`config.mk`:
```
export PLATFORM = sky130hd
export DESIGN_NAME = geometric_mean_positive_samples_unit
export DESIGN_NICKNAME = d
export VERILOG_FILES = /design/src/hdl/gmps_pkg.sv /design/src/hdl/geometric_mean_positive_samples_unit.sv /design/src/hdl/gmps_front.sv /design/src/hdl/gmps_queue.sv /design/src/hdl/gmps_back.sv
export SDC_FILE = /design/constraint.sdc
export NUM_CORES = 2
export LEC_CHECK = 0
export ABC_AREA = 1
export BUFFER_PORTS_ARGS = -buffer_cell sky130_fd_sc_hd__buf_2
export CAP_MARGIN = 30
export CELL_PAD_IN_SITES_DETAIL_PLACEMENT = 1
export CELL_PAD_IN_SITES_GLOBAL_PLACEMENT = 2
export CORE_MARGIN = 1.5
export CORE_UTILIZATION = 42
export DETAILED_ROUTE_END_ITERATION = 16
export GPL_ROUTABILITY_DRIVEN = 0
export PLACE_DENSITY = 0.83
export RECOVER_POWER = 100
export SLEW_MARGIN = 20
export SYNTH_ARGS = -nofsm -noshare
export SYNTH_HDL_FRONTEND = slang
export SYNTH_SLANG_ARGS = --single-unit
```
`constraint.sdc`:
```
create_clock -name clk -period 10.25 [get_ports clk]
set_clock_uncertainty 0.15 [all_clocks]
set_input_delay 1.5375 -clock clk [delete_from_list [all_inputs] [get_ports clk]]
set_output_delay 1.5375 -clock clk [all_outputs]
set_load 0.02 [all_outputs]
```
`src/hdl/gmps_pkg.sv`:
```
`timescale 1ns / 1ps
// ----------------------------------------------------------------------------
// gmps_pkg: shared types and constants
// Fixed-point widths, state encodings and the exp2 root table.
// ----------------------------------------------------------------------------
package gmps_pkg;

  localparam int SAMPLE_W   = 16;   // dwi_sample, two's complement
  localparam int CFG_W      = 9;    // sample_count register
  localparam int CFG_MAX    = 511;  // largest value the register can hold
  localparam int SUM_W      = 28;   // log_sum, Q12.16
  localparam int FRAC_W     = 16;   // fraction bits of a log / mean
  localparam int LOG_INT_W  = 4;    // integer part of one log2, 0..14
  localparam int LOG_W      = LOG_INT_W + FRAC_W;
  localparam int Y_W        = 31;   // Q1.30 working value, always below 2.0
  localparam int Y_FRAC     = 30;
  localparam int STEP_W     = 4;    // counts FRAC_W steps
  localparam int DIV_CNT_W  = 5;    // counts SUM_W quotient bits
  localparam int OUT_W      = 23;   // geometric_mean, Q15.8
  localparam int SHIFT_DROP = 22;   // Q1.30 -> Q15.8
  localparam int EXP_INT_W  = SUM_W - FRAC_W;
  localparam int EXP_SAT    = 15;   // integer exponent at which output saturates
  localparam int EXP_SH_W   = 4;    // shift amount below EXP_SAT
  localparam int QUEUE_DEPTH = 2;
  localparam int QPTR_W     = 1;

  localparam logic [SUM_W-1:0] SUM_MAX = {SUM_W{1'b1}};
  localparam logic [OUT_W-1:0] OUT_MAX = {OUT_W{1'b1}};
  localparam logic [Y_W-1:0]   Y_ONE   = Y_W'(64'h4000_0000);

  typedef enum logic [2:0] {
    F_IDLE = 3'b001,
    F_LOG  = 3'b010,
    F_EMIT = 3'b100
  } front_state_t;

  typedef enum logic [3:0] {
    B_IDLE = 4'b0001,
    B_DIV  = 4'b0010,
    B_EXP  = 4'b0100,
    B_OUT  = 4'b1000
  } back_state_t;

  // Integer square root, bit by bit; used only at elaboration.
  function automatic logic [63:0] isqrt64(input logic [63:0] v_in);
    logic [63:0] v;
    logic [63:0] r;
    logic [63:0] b;
    v = v_in;
    r = '0;
    b = 64'h4000_0000_0000_0000;
    for (int i = 0; i < 32; i++) begin
      if (v >= r + b) begin
        v = v - (r + b);
        r = (r >> 1) + b;
      end else begin
        r = r >> 1;
      end
      b = b >> 2;
    end
    return r;
  endfunction

  // Q1.30 roots 2^(2^-k), k = 1..16, each one the truncated root of the last.
  function automatic logic [FRAC_W*Y_W-1:0] exp_roots();
    logic [63:0] c;
    logic [FRAC_W*Y_W-1:0] tbl;
    c   = 64'h8000_0000;
    tbl = '0;
    for (int k = 0; k < FRAC_W; k++) begin
      c = isqrt64(c << Y_FRAC);
      tbl[k*Y_W +: Y_W] = c[Y_W-1:0];
    end
    return tbl;
  endfunction

  localparam logic [FRAC_W*Y_W-1:0] ROOTS = exp_roots();

endpackage

```
`src/hdl/geometric_mean_positive_samples_unit.sv`:
```
`timescale 1ns / 1ps
// ----------------------------------------------------------------------------
// geometric_mean_positive_samples_unit: per-voxel geometric mean
// Sums fixed-point log2 of positive samples over a voxel and emits
// exp2(sum / count) in unsigned Q15.8.
// ----------------------------------------------------------------------------
//
//  Channel   Handshake            Payload               Dir
//  -------   ------------------   -------------------   ---
//  sample    push / full          dwi_sample[15:0] s    in
//  result    pop / empty          geometric_mean[22:0]  out
//  config    cfg_valid/cfg_ready  cfg_data[8:0]         in
//
//  Front: a positive sample is accepted, then takes one squaring step per
//  log2 fraction bit; a zero or negative sample is done on acceptance. The
//  last sample of a voxel adds a state that hands the sum to the queue.
//  Back: per voxel, a restoring divide with one step per quotient bit, 16
//  exp2 steps, then a load of the output register. The two-entry queue lets
//  the front keep taking samples of the next voxels meanwhile.
//  Reset clears the sum, the sample index and the queue; sample_count goes to
//  1. No clearing pass. A config write restarts the current voxel.
//  The output register holds its request while pop is low.
//
module geometric_mean_positive_samples_unit import gmps_pkg::*; #(
  parameter int MAX_SAMPLES = 256
) (
  input  logic                clk,
  input  logic                rst,
  // samples
  input  logic                push,
  output logic                full,
  input  logic [SAMPLE_W-1:0] dwi_sample,
  // results
  output logic                empty,
  input  logic                pop,
  output logic [OUT_W-1:0]    geometric_mean,
  // sample_count register
  input  logic                cfg_valid,
  output logic                cfg_ready,
  input  logic [CFG_W-1:0]    cfg_data
);

  // effective count never exceeds what the register can hold
  localparam int CAP   = (MAX_SAMPLES < CFG_MAX) ? MAX_SAMPLES : CFG_MAX;
  localparam int CNT_W = $clog2(CAP + 1);
  localparam int QW    = SUM_W + CNT_W;

  logic             cfg_we;
  logic             q_push;
  logic [SUM_W-1:0] f_sum;
  logic [CNT_W-1:0] f_count;
  logic             q_full;
  logic             q_empty;
  logic             q_rd;
  logic [QW-1:0]    q_rdata;

  // the register is always writable; writes are expected while idle
  assign cfg_ready = 1'b1;
  assign cfg_we    = cfg_valid && cfg_ready;

  gmps_front #(
    .MAX_SAMPLES (MAX_SAMPLES),
    .CNT_W       (CNT_W)
  ) u_front (
    .clk        (clk),
    .rst        (rst),
    .cfg_we     (cfg_we),
    .cfg_data   (cfg_data),
    .push       (push),
    .dwi_sample (dwi_sample),
    .full       (full),
    .q_push     (q_push),
    .q_sum      (f_sum),
    .q_count    (f_count),
    .q_full     (q_full)
  );

  // one request per voxel: {log sum, count}
  gmps_queue #(
    .W (QW)
  ) u_queue (
    .clk     (clk),
    .rst     (rst),
    .wr      (q_push),
    .wdata   ({f_sum, f_count}),
    .q_full  (q_full),
    .rd      (q_rd),
    .rdata   (q_rdata),
    .q_empty (q_empty)
  );

  gmps_back #(
    .CNT_W (CNT_W)
  ) u_back (
    .clk            (clk),
    .rst            (rst),
    .q_empty        (q_empty),
    .q_sum          (q_rdata[QW-1:CNT_W]),
    .q_count        (q_rdata[CNT_W-1:0]),
    .q_rd           (q_rd),
    .empty          (empty),
    .pop            (pop),
    .geometric_mean (geometric_mean)
  );

endmodule

```
`src/hdl/gmps_front.sv`:
```
`timescale 1ns / 1ps
// ----------------------------------------------------------------------------
// gmps_front: sample intake and log accumulation
// Takes samples, runs a bit-serial log2 on positive ones, sums per voxel and
// hands the finished sum and count to the queue.
// ----------------------------------------------------------------------------
module gmps_front import gmps_pkg::*; #(
  parameter int MAX_SAMPLES = 256,
  parameter int CNT_W       = 9
) (
  input  logic                clk,
  input  logic                rst,
  input  logic                cfg_we,
  input  logic [CFG_W-1:0]    cfg_data,
  input  logic                push,
  input  logic [SAMPLE_W-1:0] dwi_sample,
  output logic                full,
  output logic                q_push,
  output logic [SUM_W-1:0]    q_sum,
  output logic [CNT_W-1:0]    q_count,
  input  logic                q_full
);

  localparam int CAP = (MAX_SAMPLES < CFG_MAX) ? MAX_SAMPLES : CFG_MAX;

  front_state_t          state;
  logic [CFG_W-1:0]      sample_count;
  logic [SUM_W-1:0]      log_sum;
  logic [CNT_W-1:0]      idx;
  logic [LOG_INT_W-1:0]  n;
  logic [Y_W-1:0]        y;
  logic [FRAC_W-1:0]     frac;
  logic [STEP_W-1:0]     step;

  logic [CNT_W-1:0]      count_eff;
  logic [CNT_W:0]        idx_inc;
  logic                  last;
  logic                  accept;
  logic                  positive;
  logic [LOG_INT_W-1:0]  lead_n;
  logic [Y_W-1:0]        y_init;
  logic [2*Y_W-1:0]      prod;
  logic [Y_W:0]          sq;
  logic                  sq_bit;
  logic [Y_W-1:0]        y_step;
  logic [LOG_W-1:0]      log_val;
  logic [SUM_W:0]        sum_ext;
  logic [SUM_W-1:0]      sum_sat;

  always_comb begin
    if (sample_count == '0) begin
      count_eff = CNT_W'(1);
    end else if (sample_count > CFG_W'(CAP)) begin
      count_eff = CNT_W'(CAP);
    end else begin
      count_eff = sample_count[CNT_W-1:0];
    end
  end

  assign idx_inc  = {1'b0, idx} + (CNT_W+1)'(1);
  assign last     = idx_inc >= {1'b0, count_eff};
  assign full     = (state != F_IDLE);
  assign accept   = push && !full;
  assign positive = !dwi_sample[SAMPLE_W-1] && (dwi_sample != '0);

  // top set bit of the sample
  always_comb begin
    lead_n = '0;
    for (int b = 1; b < SAMPLE_W - 1; b++) begin
      if (dwi_sample[b]) lead_n = LOG_INT_W'(b);
    end
  end

  assign y_init = Y_W'(dwi_sample[SAMPLE_W-2:0]) << (5'(Y_FRAC) - {1'b0, lead_n});

  // one squaring step of the fraction
  assign prod    = y * y;
  assign sq      = prod[2*Y_W-1:Y_FRAC];
  assign sq_bit  = sq[Y_W];
  assign y_step  = sq_bit ? sq[Y_W:1] : sq[Y_W-1:0];

  assign log_val = {n, frac[FRAC_W-2:0], sq_bit};
  assign sum_ext = {1'b0, log_sum} + (SUM_W+1)'(log_val);
  assign sum_sat = sum_ext[SUM_W] ? SUM_MAX : sum_ext[SUM_W-1:0];

  assign q_push  = (state == F_EMIT) && !q_full;
  assign q_sum   = log_sum;
  assign q_count = count_eff;

  always_ff @(posedge clk) begin
    if (rst) begin
      state        <= F_IDLE;
      sample_count <= CFG_W'(1);
      log_sum      <= '0;
      idx          <= '0;
    end else if (cfg_we) begin
      state        <= F_IDLE;
      sample_count <= cfg_data;
      log_sum      <= '0;
      idx          <= '0;
    end else begin
      case (state)
        F_IDLE: begin
          if (accept) begin
            if (positive) begin
              state <= F_LOG;
            end else if (last) begin
              state <= F_EMIT;
            end else begin
              idx <= idx_inc[CNT_W-1:0];
            end
          end
        end
        F_LOG: begin
          if (step == STEP_W'(FRAC_W - 1)) begin
            log_sum <= sum_sat;
            if (last) begin
              state <= F_EMIT;
            end else begin
              idx   <= idx_inc[CNT_W-1:0];
              state <= F_IDLE;
            end
          end
        end
        F_EMIT: begin
          if (!q_full) begin
            log_sum <= '0;
            idx     <= '0;
            state   <= F_IDLE;
          end
        end
        default: state <= F_IDLE;
      endcase
    end
  end

  // log2 datapath
  always_ff @(posedge clk) begin
    if (accept && positive) begin
      n    <= lead_n;
      y    <= y_init;
      frac <= '0;
      step <= '0;
    end else if (state == F_LOG) begin
      y    <= y_step;
      frac <= {frac[FRAC_W-2:0], sq_bit};
      step <= step + STEP_W'(1);
    end
  end

endmodule

```
`src/hdl/gmps_queue.sv`:
```
`timescale 1ns / 1ps
// ----------------------------------------------------------------------------
// gmps_queue: two-entry request queue
// Decouples the accumulation front from the divide / exp2 back end.
// ----------------------------------------------------------------------------
module gmps_queue import gmps_pkg::*; #(
  parameter int W = 37
) (
  input  logic         clk,
  input  logic         rst,
  input  logic         wr,
  input  logic [W-1:0] wdata,
  output logic         q_full,
  input  logic         rd,
  output logic [W-1:0] rdata,
  output logic         q_empty
);

  logic [W-1:0]      mem [QUEUE_DEPTH];
  logic [QPTR_W-1:0] wptr;
  logic [QPTR_W-1:0] rptr;
  logic [QPTR_W:0]   fill;
  logic              do_wr;
  logic              do_rd;

  assign q_full  = (fill == (QPTR_W+1)'(QUEUE_DEPTH));
  assign q_empty = (fill == '0);
  assign do_wr   = wr && !q_full;
  assign do_rd   = rd && !q_empty;
  assign rdata   = mem[rptr];

  always_ff @(posedge clk) begin
    if (do_wr) mem[wptr] <= wdata;
  end

  always_ff @(posedge clk) begin
    if (rst) begin
      wptr <= '0;
      rptr <= '0;
      fill <= '0;
    end else begin
      if (do_wr) wptr <= wptr + QPTR_W'(1);
      if (do_rd) rptr <= rptr + QPTR_W'(1);
      if (do_wr && !do_rd) begin
        fill <= fill + (QPTR_W+1)'(1);
      end else if (do_rd && !do_wr) begin
        fill <= fill - (QPTR_W+1)'(1);
      end
    end
  end

endmodule

```
`src/hdl/gmps_back.sv`:
```
`timescale 1ns / 1ps
// ----------------------------------------------------------------------------
// gmps_back: mean and exp2 per voxel
// Restoring divide of the log sum by the count, then a root-product exp2,
// result held in an output register.
// ----------------------------------------------------------------------------
module gmps_back import gmps_pkg::*; #(
  parameter int CNT_W = 9
) (
  input  logic             clk,
  input  logic             rst,
  input  logic             q_empty,
  input  logic [SUM_W-1:0] q_sum,
  input  logic [CNT_W-1:0] q_count,
  output logic             q_rd,
  output logic             empty,
  input  logic             pop,
  output logic [OUT_W-1:0] geometric_mean
);

  back_state_t          state;
  logic [SUM_W-1:0]     quo;
  logic [CNT_W-1:0]     divisor;
  logic [CNT_W-1:0]     rem;
  logic [DIV_CNT_W-1:0] dcnt;
  logic [STEP_W-1:0]    ecnt;
  logic [Y_W-1:0]       acc;
  logic                 out_valid;

  logic [CNT_W:0]       shifted;
  logic                 ge;
  logic [CNT_W:0]       diff;
  logic [Y_W-1:0]       root;
  logic [2*Y_W-1:0]     prod;
  logic [Y_W+EXP_SAT-2:0] scaled;
  logic [OUT_W-1:0]     result;
  logic                 load_out;

  // restoring divide step
  assign shifted = {rem, quo[SUM_W-1]};
  assign ge      = shifted >= {1'b0, divisor};
  assign diff    = shifted - {1'b0, divisor};

  // exp2 step: multiply by the root for fraction bit 15-ecnt
  assign root = ROOTS[ecnt*Y_W +: Y_W];
  assign prod = acc * root;

  assign scaled = (Y_W+EXP_SAT-1)'(acc) << quo[FRAC_W +: EXP_SH_W];
  assign result = (quo[SUM_W-1:FRAC_W] >= EXP_INT_W'(EXP_SAT)) ? OUT_MAX
                : scaled[Y_W+EXP_SAT-2:SHIFT_DROP];

  assign q_rd     = (state == B_IDLE) && !q_empty;
  assign load_out = (state == B_OUT) && (!out_valid || pop);
  assign empty    = !out_valid;

  always_ff @(posedge clk) begin
    if (rst) begin
      state     <= B_IDLE;
      out_valid <= 1'b0;
    end else begin
      if (load_out) begin
        out_valid <= 1'b1;
      end else if (pop) begin
        out_valid <= 1'b0;
      end
      case (state)
        B_IDLE:  if (!q_empty) state <= B_DIV;
        B_DIV:   if (dcnt == DIV_CNT_W'(SUM_W - 1)) state <= B_EXP;
        B_EXP:   if (ecnt == STEP_W'(FRAC_W - 1)) state <= B_OUT;
        B_OUT:   if (load_out) state <= B_IDLE;
        default: state <= B_IDLE;
      endcase
    end
  end

  always_ff @(posedge clk) begin
    case (state)
      B_IDLE: begin
        quo     <= q_sum;
        divisor <= q_count;
        rem     <= '0;
        dcnt    <= '0;
      end
      B_DIV: begin
        quo  <= {quo[SUM_W-2:0], ge};
        rem  <= ge ? diff[CNT_W-1:0] : shifted[CNT_W-1:0];
        dcnt <= dcnt + DIV_CNT_W'(1);
        acc  <= Y_ONE;
        ecnt <= '0;
      end
      B_EXP: begin
        // running product stays below 2.0, so the top bit is always clear
        if (quo[FRAC_W - 1 - ecnt]) acc <= prod[Y_FRAC+Y_W-1:Y_FRAC];
        ecnt <= ecnt + STEP_W'(1);
      end
      B_OUT: begin
        if (load_out) geometric_mean <= result;
      end
      default: ;
    endcase
  end

endmodule

```
Word level (Yosys, flattened, before mapping)
Memories as Yosys holds them, arrays and structs flattened. A register that Yosys moved wholly into a read port is not among the register bits.
Index checks and enable logic that the tools add are counted.
W data, S select, Z words.
{"block": "totals", "register_bits": 221, "input_bits": 30, "n_memories": 1, "rom_bits": 0, "output_inout_bits": 26, "word_cells": 159, "latch_bits": 0, "ram_bits": 74}
{"memory": "u_queue.mem", "words": 2, "word_bits": 37, "rd": 1, "rd_clocked_by_memory_dff": 1, "wr": 1, "line_no": "gmps_queue.sv:19", "text": "logic [W-1:0] mem [QUEUE_DEPTH];"}
{"block": "classes", "mul": 3, "addsub": 12, "eq_ne": 22, "muxes": 58, "n_lt_le_gt_ge": 5, "bitwise": 0, "n_reduce_logical": 35, "shift": 3, "div": 0}
{"cell": "$shiftx A496 B10 Y31 const A", "count": 1}
{"cell": "$mux W31", "count": 4}
{"cell": "$pmux W28 S2", "count": 2}
{"cell": "$mux W28", "count": 3}
{"cell": "$mux W9", "count": 8}
{"cell": "$mul A31 B31 Y62", "count": 1}
{"cell": "$pmux W31 S2", "count": 1}
{"cell": "$mul A31 B31 Y61", "count": 1}
{"cell": "$shl A31 B4 Y45", "count": 1}
{"cell": "$mux W4", "count": 11}
{"cell": "$lt A32 B6 Y1 const B", "count": 1}
{"cell": "$shl A15 B5 Y31", "count": 1}
{"cell": "$mux W3", "count": 10}
{"cell": "$add A28 B20 Y29", "count": 1}
{"cell": "$pmux W9 S3", "count": 1}
{"cell": "$ge A10 B9 Y1", "count": 2}
{"cell": "$pmux W9 S2", "count": 1}
{"cell": "$pmux W4 S4", "count": 1}
{"cell": "$reduce_bool A16 Y1", "count": 1}
{"cell": "$eq A4 B4 Y1 const B", "count": 3}
{"cell": "$ge A12 B4 Y1 const B", "count": 1}
{"cell": "$ne A2 B1 Y1 const B", "count": 6}
{"cell": "$reduce_bool A2 Y1", "count": 6}
{"cell": "$add A9 B1 Y10 const B", "count": 1}
{"cell": "37 further kinds", "count": 69}

Longest topological paths before layout
{"block": "depth", "word_depth": 17, "ltp_mapped": 47, "mapped_depth_nobuf": 45}

Modules after synthesis
Synthesis repeated with hierarchy kept, for this count alone.
{"block": "hier_totals", "hier_cells": 9078, "hier_area_um2": 74562.8}
{"module": "gmps_back", "area_per_inst_um2": 36633.9, "cells_per_inst": 4504, "n_inst": 1, "seq_area_each_um2": 3373.2}
{"module": "gmps_front", "area_per_inst_um2": 34844.7, "cells_per_inst": 4420, "n_inst": 1, "seq_area_each_um2": 2412.3}
{"module": "gmps_queue", "area_per_inst_um2": 3072.9, "cells_per_inst": 152, "n_inst": 1, "seq_area_each_um2": 2322.2}
{"module": "geometric_mean_positive_samples_unit", "area_per_inst_um2": 11.3, "cells_per_inst": 2, "n_inst": 1, "seq_area_each_um2": 0.0}

Least setup slack after synthesis
Ideal clock, no wire load.
{"block": "synth_path", "kind": "reg2reg", "start": "register u_front.y[7]", "end": "register u_front.log_sum[16], in the netlist u_front.q_sum[16]", "path_stages_with_launch": 44, "setup_slack_ns": 1.491, "arrival_ns": 8.476, "t_required_ns": 9.968, "period_less_slack_ns": 8.759, "setup_ns": 0.132, "path_buffers": 3, "cell_sequence": "edfxtp_1 -> clkbuf_1 -> buf_1 -> nand2_1 -> fa_1 -> fa_1 -> inv_1 -> fa_1 -> inv_1 -> fa_1 -> inv_1 -> fa_1 -> fa_1 -> fa_1 -> inv_1 -> fa_1 -> inv_1 -> ha_1 -> [... 8 more ...] -> nand2_1 -> nand2_4 -> inv_2 -> buf_4 -> ha_1 -> inv_1 -> fa_1 -> nand3b_1 -> nand2_1 -> a21boi_1 -> o21ai_1 -> a21boi_1 -> o21ai_0 -> nand2_1 -> nand3_1 -> nand3_1 -> nand2_1 -> a21oi_1"}
{"block": "synth_via", "elab_chain_len": 5}
{"element": "start: declaration", "line_no": "gmps_front.sv:31", "text": "logic [Y_W-1:0] y;"}
{"element": "start signal: assignment", "line_no": "gmps_front.sv:141", "text": "y <= y_init;"}
{"element": "start signal: assignment", "line_no": "gmps_front.sv:145", "text": "y <= y_step;"}
{"element": "$mul A31 B31 Y62", "line_no": "gmps_front.sv:77", "text": "assign prod = y * y;"}
{"element": "named net u_front.prod[61]", "line_no": "gmps_front.sv:42", "text": "logic [2*Y_W-1:0] prod;"}
{"element": "$add A28 B20 Y29", "line_no": "gmps_front.sv:83", "text": "assign sum_ext = {1'b0, log_sum} + (SUM_W+1)'(log_val);"}
{"element": "$mux W28", "line_no": "gmps_front.sv:84", "text": "assign sum_sat = sum_ext[SUM_W] ? SUM_MAX : sum_ext[SUM_W-1:0];"}
{"element": "$mux W28", "line_no": "gmps_front.sv:115", "text": "if (step == STEP_W'(FRAC_W - 1)) begin"}
{"element": "$pmux W28 S2", "line_no": "gmps_front.sv:102", "text": "case (state)"}
{"element": "end signal: assignment", "line_no": "gmps_front.sv:116", "text": "log_sum <= sum_sat;"}
{"element": "end: declaration", "line_no": "gmps_front.sv:28", "text": "logic [SUM_W-1:0] log_sum;"}
The timed path passes the listed nets, and every way through them passes these cells. The select of a mux whose other input is x is not followed.
A chain may end at the register's enable or synchronous reset.

Worst setup path in the final report
{"block": "layout_path", "start": "register u_front.y[7]", "end": "register u_front.y[17] (data pin)"}
{"block": "layout_via", "elab_chain_len": 4}
{"element": "$mul A31 B31 Y62", "line_no": "gmps_front.sv:77"}
{"element": "$mux W31", "line_no": "gmps_front.sv:80", "text": "assign y_step = sq_bit ? sq[Y_W:1] : sq[Y_W-1:0];"}
{"element": "$mux W31", "line_no": "gmps_front.sv:144", "text": "end else if (state == F_LOG) begin"}
{"element": "$mux W31", "line_no": "gmps_front.sv:139", "text": "if (accept && positive) begin"}
Every way passes these cells. The select of a mux whose other input is x is not followed.

==> impl_metrics.env <==
export IMPL_synth_seq_area_share_pct=10.98
export IMPL_cpMostUsedCell="fa_1"
export IMPL_wirelength_mm=241.9
export IMPL_synth_edf_count=218
export IMPL_wl_per_cell_um=21.50
export IMPL_clock_latency_ps=630
export IMPL_yosys_area_top_type="fa_1"
export IMPL_port_buffers=54
export IMPL_grt_pass1_wl_mm=381.8
export IMPL_hpwl_mm=203.3
export IMPL_worstPathArrival_ps=9840
export IMPL_core_area_sq_um=174200
export IMPL_synth_most_common_cell="inv_1"
export IMPL_finalSetupViolCount=0
export IMPL_num_nets_final=11070
export IMPL_drc=0
export IMPL_slew_viol_final=303
export IMPL_cp_slowest_cell="clkbuf_1"
export IMPL_cp_end_kind="flip-flop"
export IMPL_cts_path_max_buffers=3
export IMPL_synthXorXnorAreaFrac_pct=0.9984
export IMPL_hold_viol=0
export IMPL_max_freq_mhz=102.2
export IMPL_die_area_sq_um=178300
export IMPL_clock_sinks=296
export IMPL_hold_path_class="reg2reg"
export IMPL_worstSetupStartpointType="flip-flop"
export IMPL_num_rows=153
export IMPL_multiInputGateArea_sq_um=55260
export IMPL_async_flop_share_pct=0
export IMPL_synth_compound_area_share_pct=5.875
export IMPL_top_level_ports=56
export IMPL_cts_hold_buf=0
export IMPL_grt_usage_pct=27.67
export IMPL_fin_tns_setup_ps=0
export IMPL_drive_gt1_share_pct=3.619
export IMPL_path_max_fanout=30
export IMPL_path_delay_family="adder cells"
export IMPL_yosys_area_share_simple_pct=15.67
export IMPL_status="finished, violations left"
export IMPL_synth_area_leaders="fa_1 (42%), inv_1 (12%), ha_1 (10%), nand2_1 (9.8%), edfxtp_1 (8.9%)"
export IMPL_path_class="reg2reg"
export IMPL_synth_nets=11130
export IMPL_post_route_min_period_ps=9781
export IMPL_vias_per_cell=5.177
export IMPL_synth_top_family_by_area="adder cells"
export IMPL_muxShareOfSynthArea_pct=0.1356
export IMPL_start_util_pct=42.37
export IMPL_violations="capacitance limit, slew limit"
export IMPL_grt_overflow_total=0
export IMPL_die_y_um=422.2
export IMPL_nFillCells=21160
export IMPL_synthTopCellsByCount="inv_1 (2382), nand2_1 (1923), fa_1 (1558)"
export IMPL_numCtsBuffers=37
export IMPL_antennaDiodeCount=0
export IMPL_fin_crit_sh_pct=95.43
export IMPL_root_buffer="clkbuf_16"
export IMPL_first_pass_iters=5
export IMPL_synthAdderAreaFrac_pct=52.24
export IMPL_maxCapViolCount=10
export IMPL_clk_pin_slew_ps=60
export IMPL_antenna_found_initial=2
export IMPL_first_iter_violations=3276
export IMPL_rsz0062_at_grt="no"
export IMPL_regArea_sq_um=8108
export IMPL_areaGrowthSynthToFinish_pct=6.190
export IMPL_worst_ep_required_time_ps=10310
export IMPL_htreeDepth=2
export IMPL_grt_max_degree=60
export IMPL_ant_nets=0
export IMPL_yosys_register_bits=296
export IMPL_via_count=58240
export IMPL_path_buf_inv=6
export IMPL_synth_warnings=0
export IMPL_syn_avg_cell_area_sq_um=8.250
export IMPL_tritoncts="built"
export IMPL_synthDistinctLibCells=64
export IMPL_die_w_um=422.2
export IMPL_critPathMaxStageDelay_ps=1180
export IMPL_tightest_slew_ps=2659
export IMPL_syn_inst=8948
export IMPL_relSlewSlack_pct=-77.27
export IMPL_first_global_vias=65920
export IMPL_synth_top_cell_area_share_pct=42.25
export IMPL_synthFlopType="edfxtp_1"
export IMPL_netlist_area_sq_um=73820
[kinds of logic after synthesis]
kind of cell / after synthesis
compound gates: 769
xor+xnor: 82
fa+ha+maj: 2147
buf+inv: 2748
flops: 296
mux: 10
other cells: 1
simple gates: 2895
[cell type report]
cell class	count	share of cell area (%)
clock buffer	48	1.285
clock inverter	19	0.3448
inverter	2410	11.55
multi-input combinational	5904	70.50
sequential	296	10.34
tap	2325	3.711
timing repair buffer	248	2.268
[through the flow]
stage	hold slack (ps)	utilization [%]	std cells	instance area (sq um)	setup WS [ps]
after floorplan	287.8	-	8948	73820	1491
after global placement	305.5	44.24	11160	77060	574.8
after detailed placement	320.4	44.33	11170	77230	474.4
after CTS	333.9	45.07	11240	78510	420.5
after global routing	367.2	45.00	11250	78390	30.12
final	332.2	45.00	11250	78390	468.6
[path summary, 6_finish.rpt]
check	startpoint	endpoint	slack, ps	cells after the start
setup / recovery	u_front.y[7]	u_front.y[17]	470	28
hold / removal	u_front.frac[14]	u_front.frac[14]	330	2
setup reg to reg	u_front.y[7]	u_front.y[17]	470	28
hold reg to reg	u_front.frac[14]	u_front.frac[14]	330	2
[routing by layer]
layer	up-vias	wire length (um)	global-route usage, %
li1	26200	-	-
met1	30360	106100	37.65
met2	1352	116900	47.02
met3	327	10900	2.469
met4	2	7970	7.926
met5	-	13	0
[tightest hold or removal path, stage by stage, from the launching register on]
cell and delay (ps):
dfxtp_1 330, a22oi_1 70, inv_1 50
[flip-flops by register name, indices dropped and copies added, names as in the netlist, 2 cells and up, named ones only]
| register | cells |
|---|---|
| u_back.acc | 31 |
| u_back.dcnt | 5 |
| u_back.divisor | 9 |
| u_back.ecnt | 4 |
| u_back.geometric_mean | 23 |
| u_back.quo | 28 |
| u_back.rem | 9 |
| u_back.state | 4 |
| u_front.frac | 15 |
| u_front.idx | 9 |
| u_front.n | 4 |
| u_front.q_sum | 28 |
| u_front.sample_count | 9 |
| u_front.state | 3 |
| u_front.step | 4 |
| u_front.y | 31 |
| u_queue.fill | 2 |
| u_queue.mem | 74 |
[cell usage in the layout (no fill, tap or decap), drive strengths merged, types with 20 or more instances in the layout]
cell	n
nand3	217
a21oi	311
a21o	21
xnor2	29
dfxtp	78
o21a	23
o21ai	264
inv	2405
nand2	1935
buf	206
a31oi	51
fa	1558
clkbuf	90
edfxtp	218
xor2	53
nor2	624
ha	589
nand4	35
nor4	20
nor3	38
[timing repair]
item | in CTS | in global routing
endpoints found under the setup margin | 0 | 11
resized for setup | 0 | 1
setup buffers | 0 | 10
Power is not shown: default switching activity piles up to over one toggle a cycle in this logic, so the estimate is an artifact.
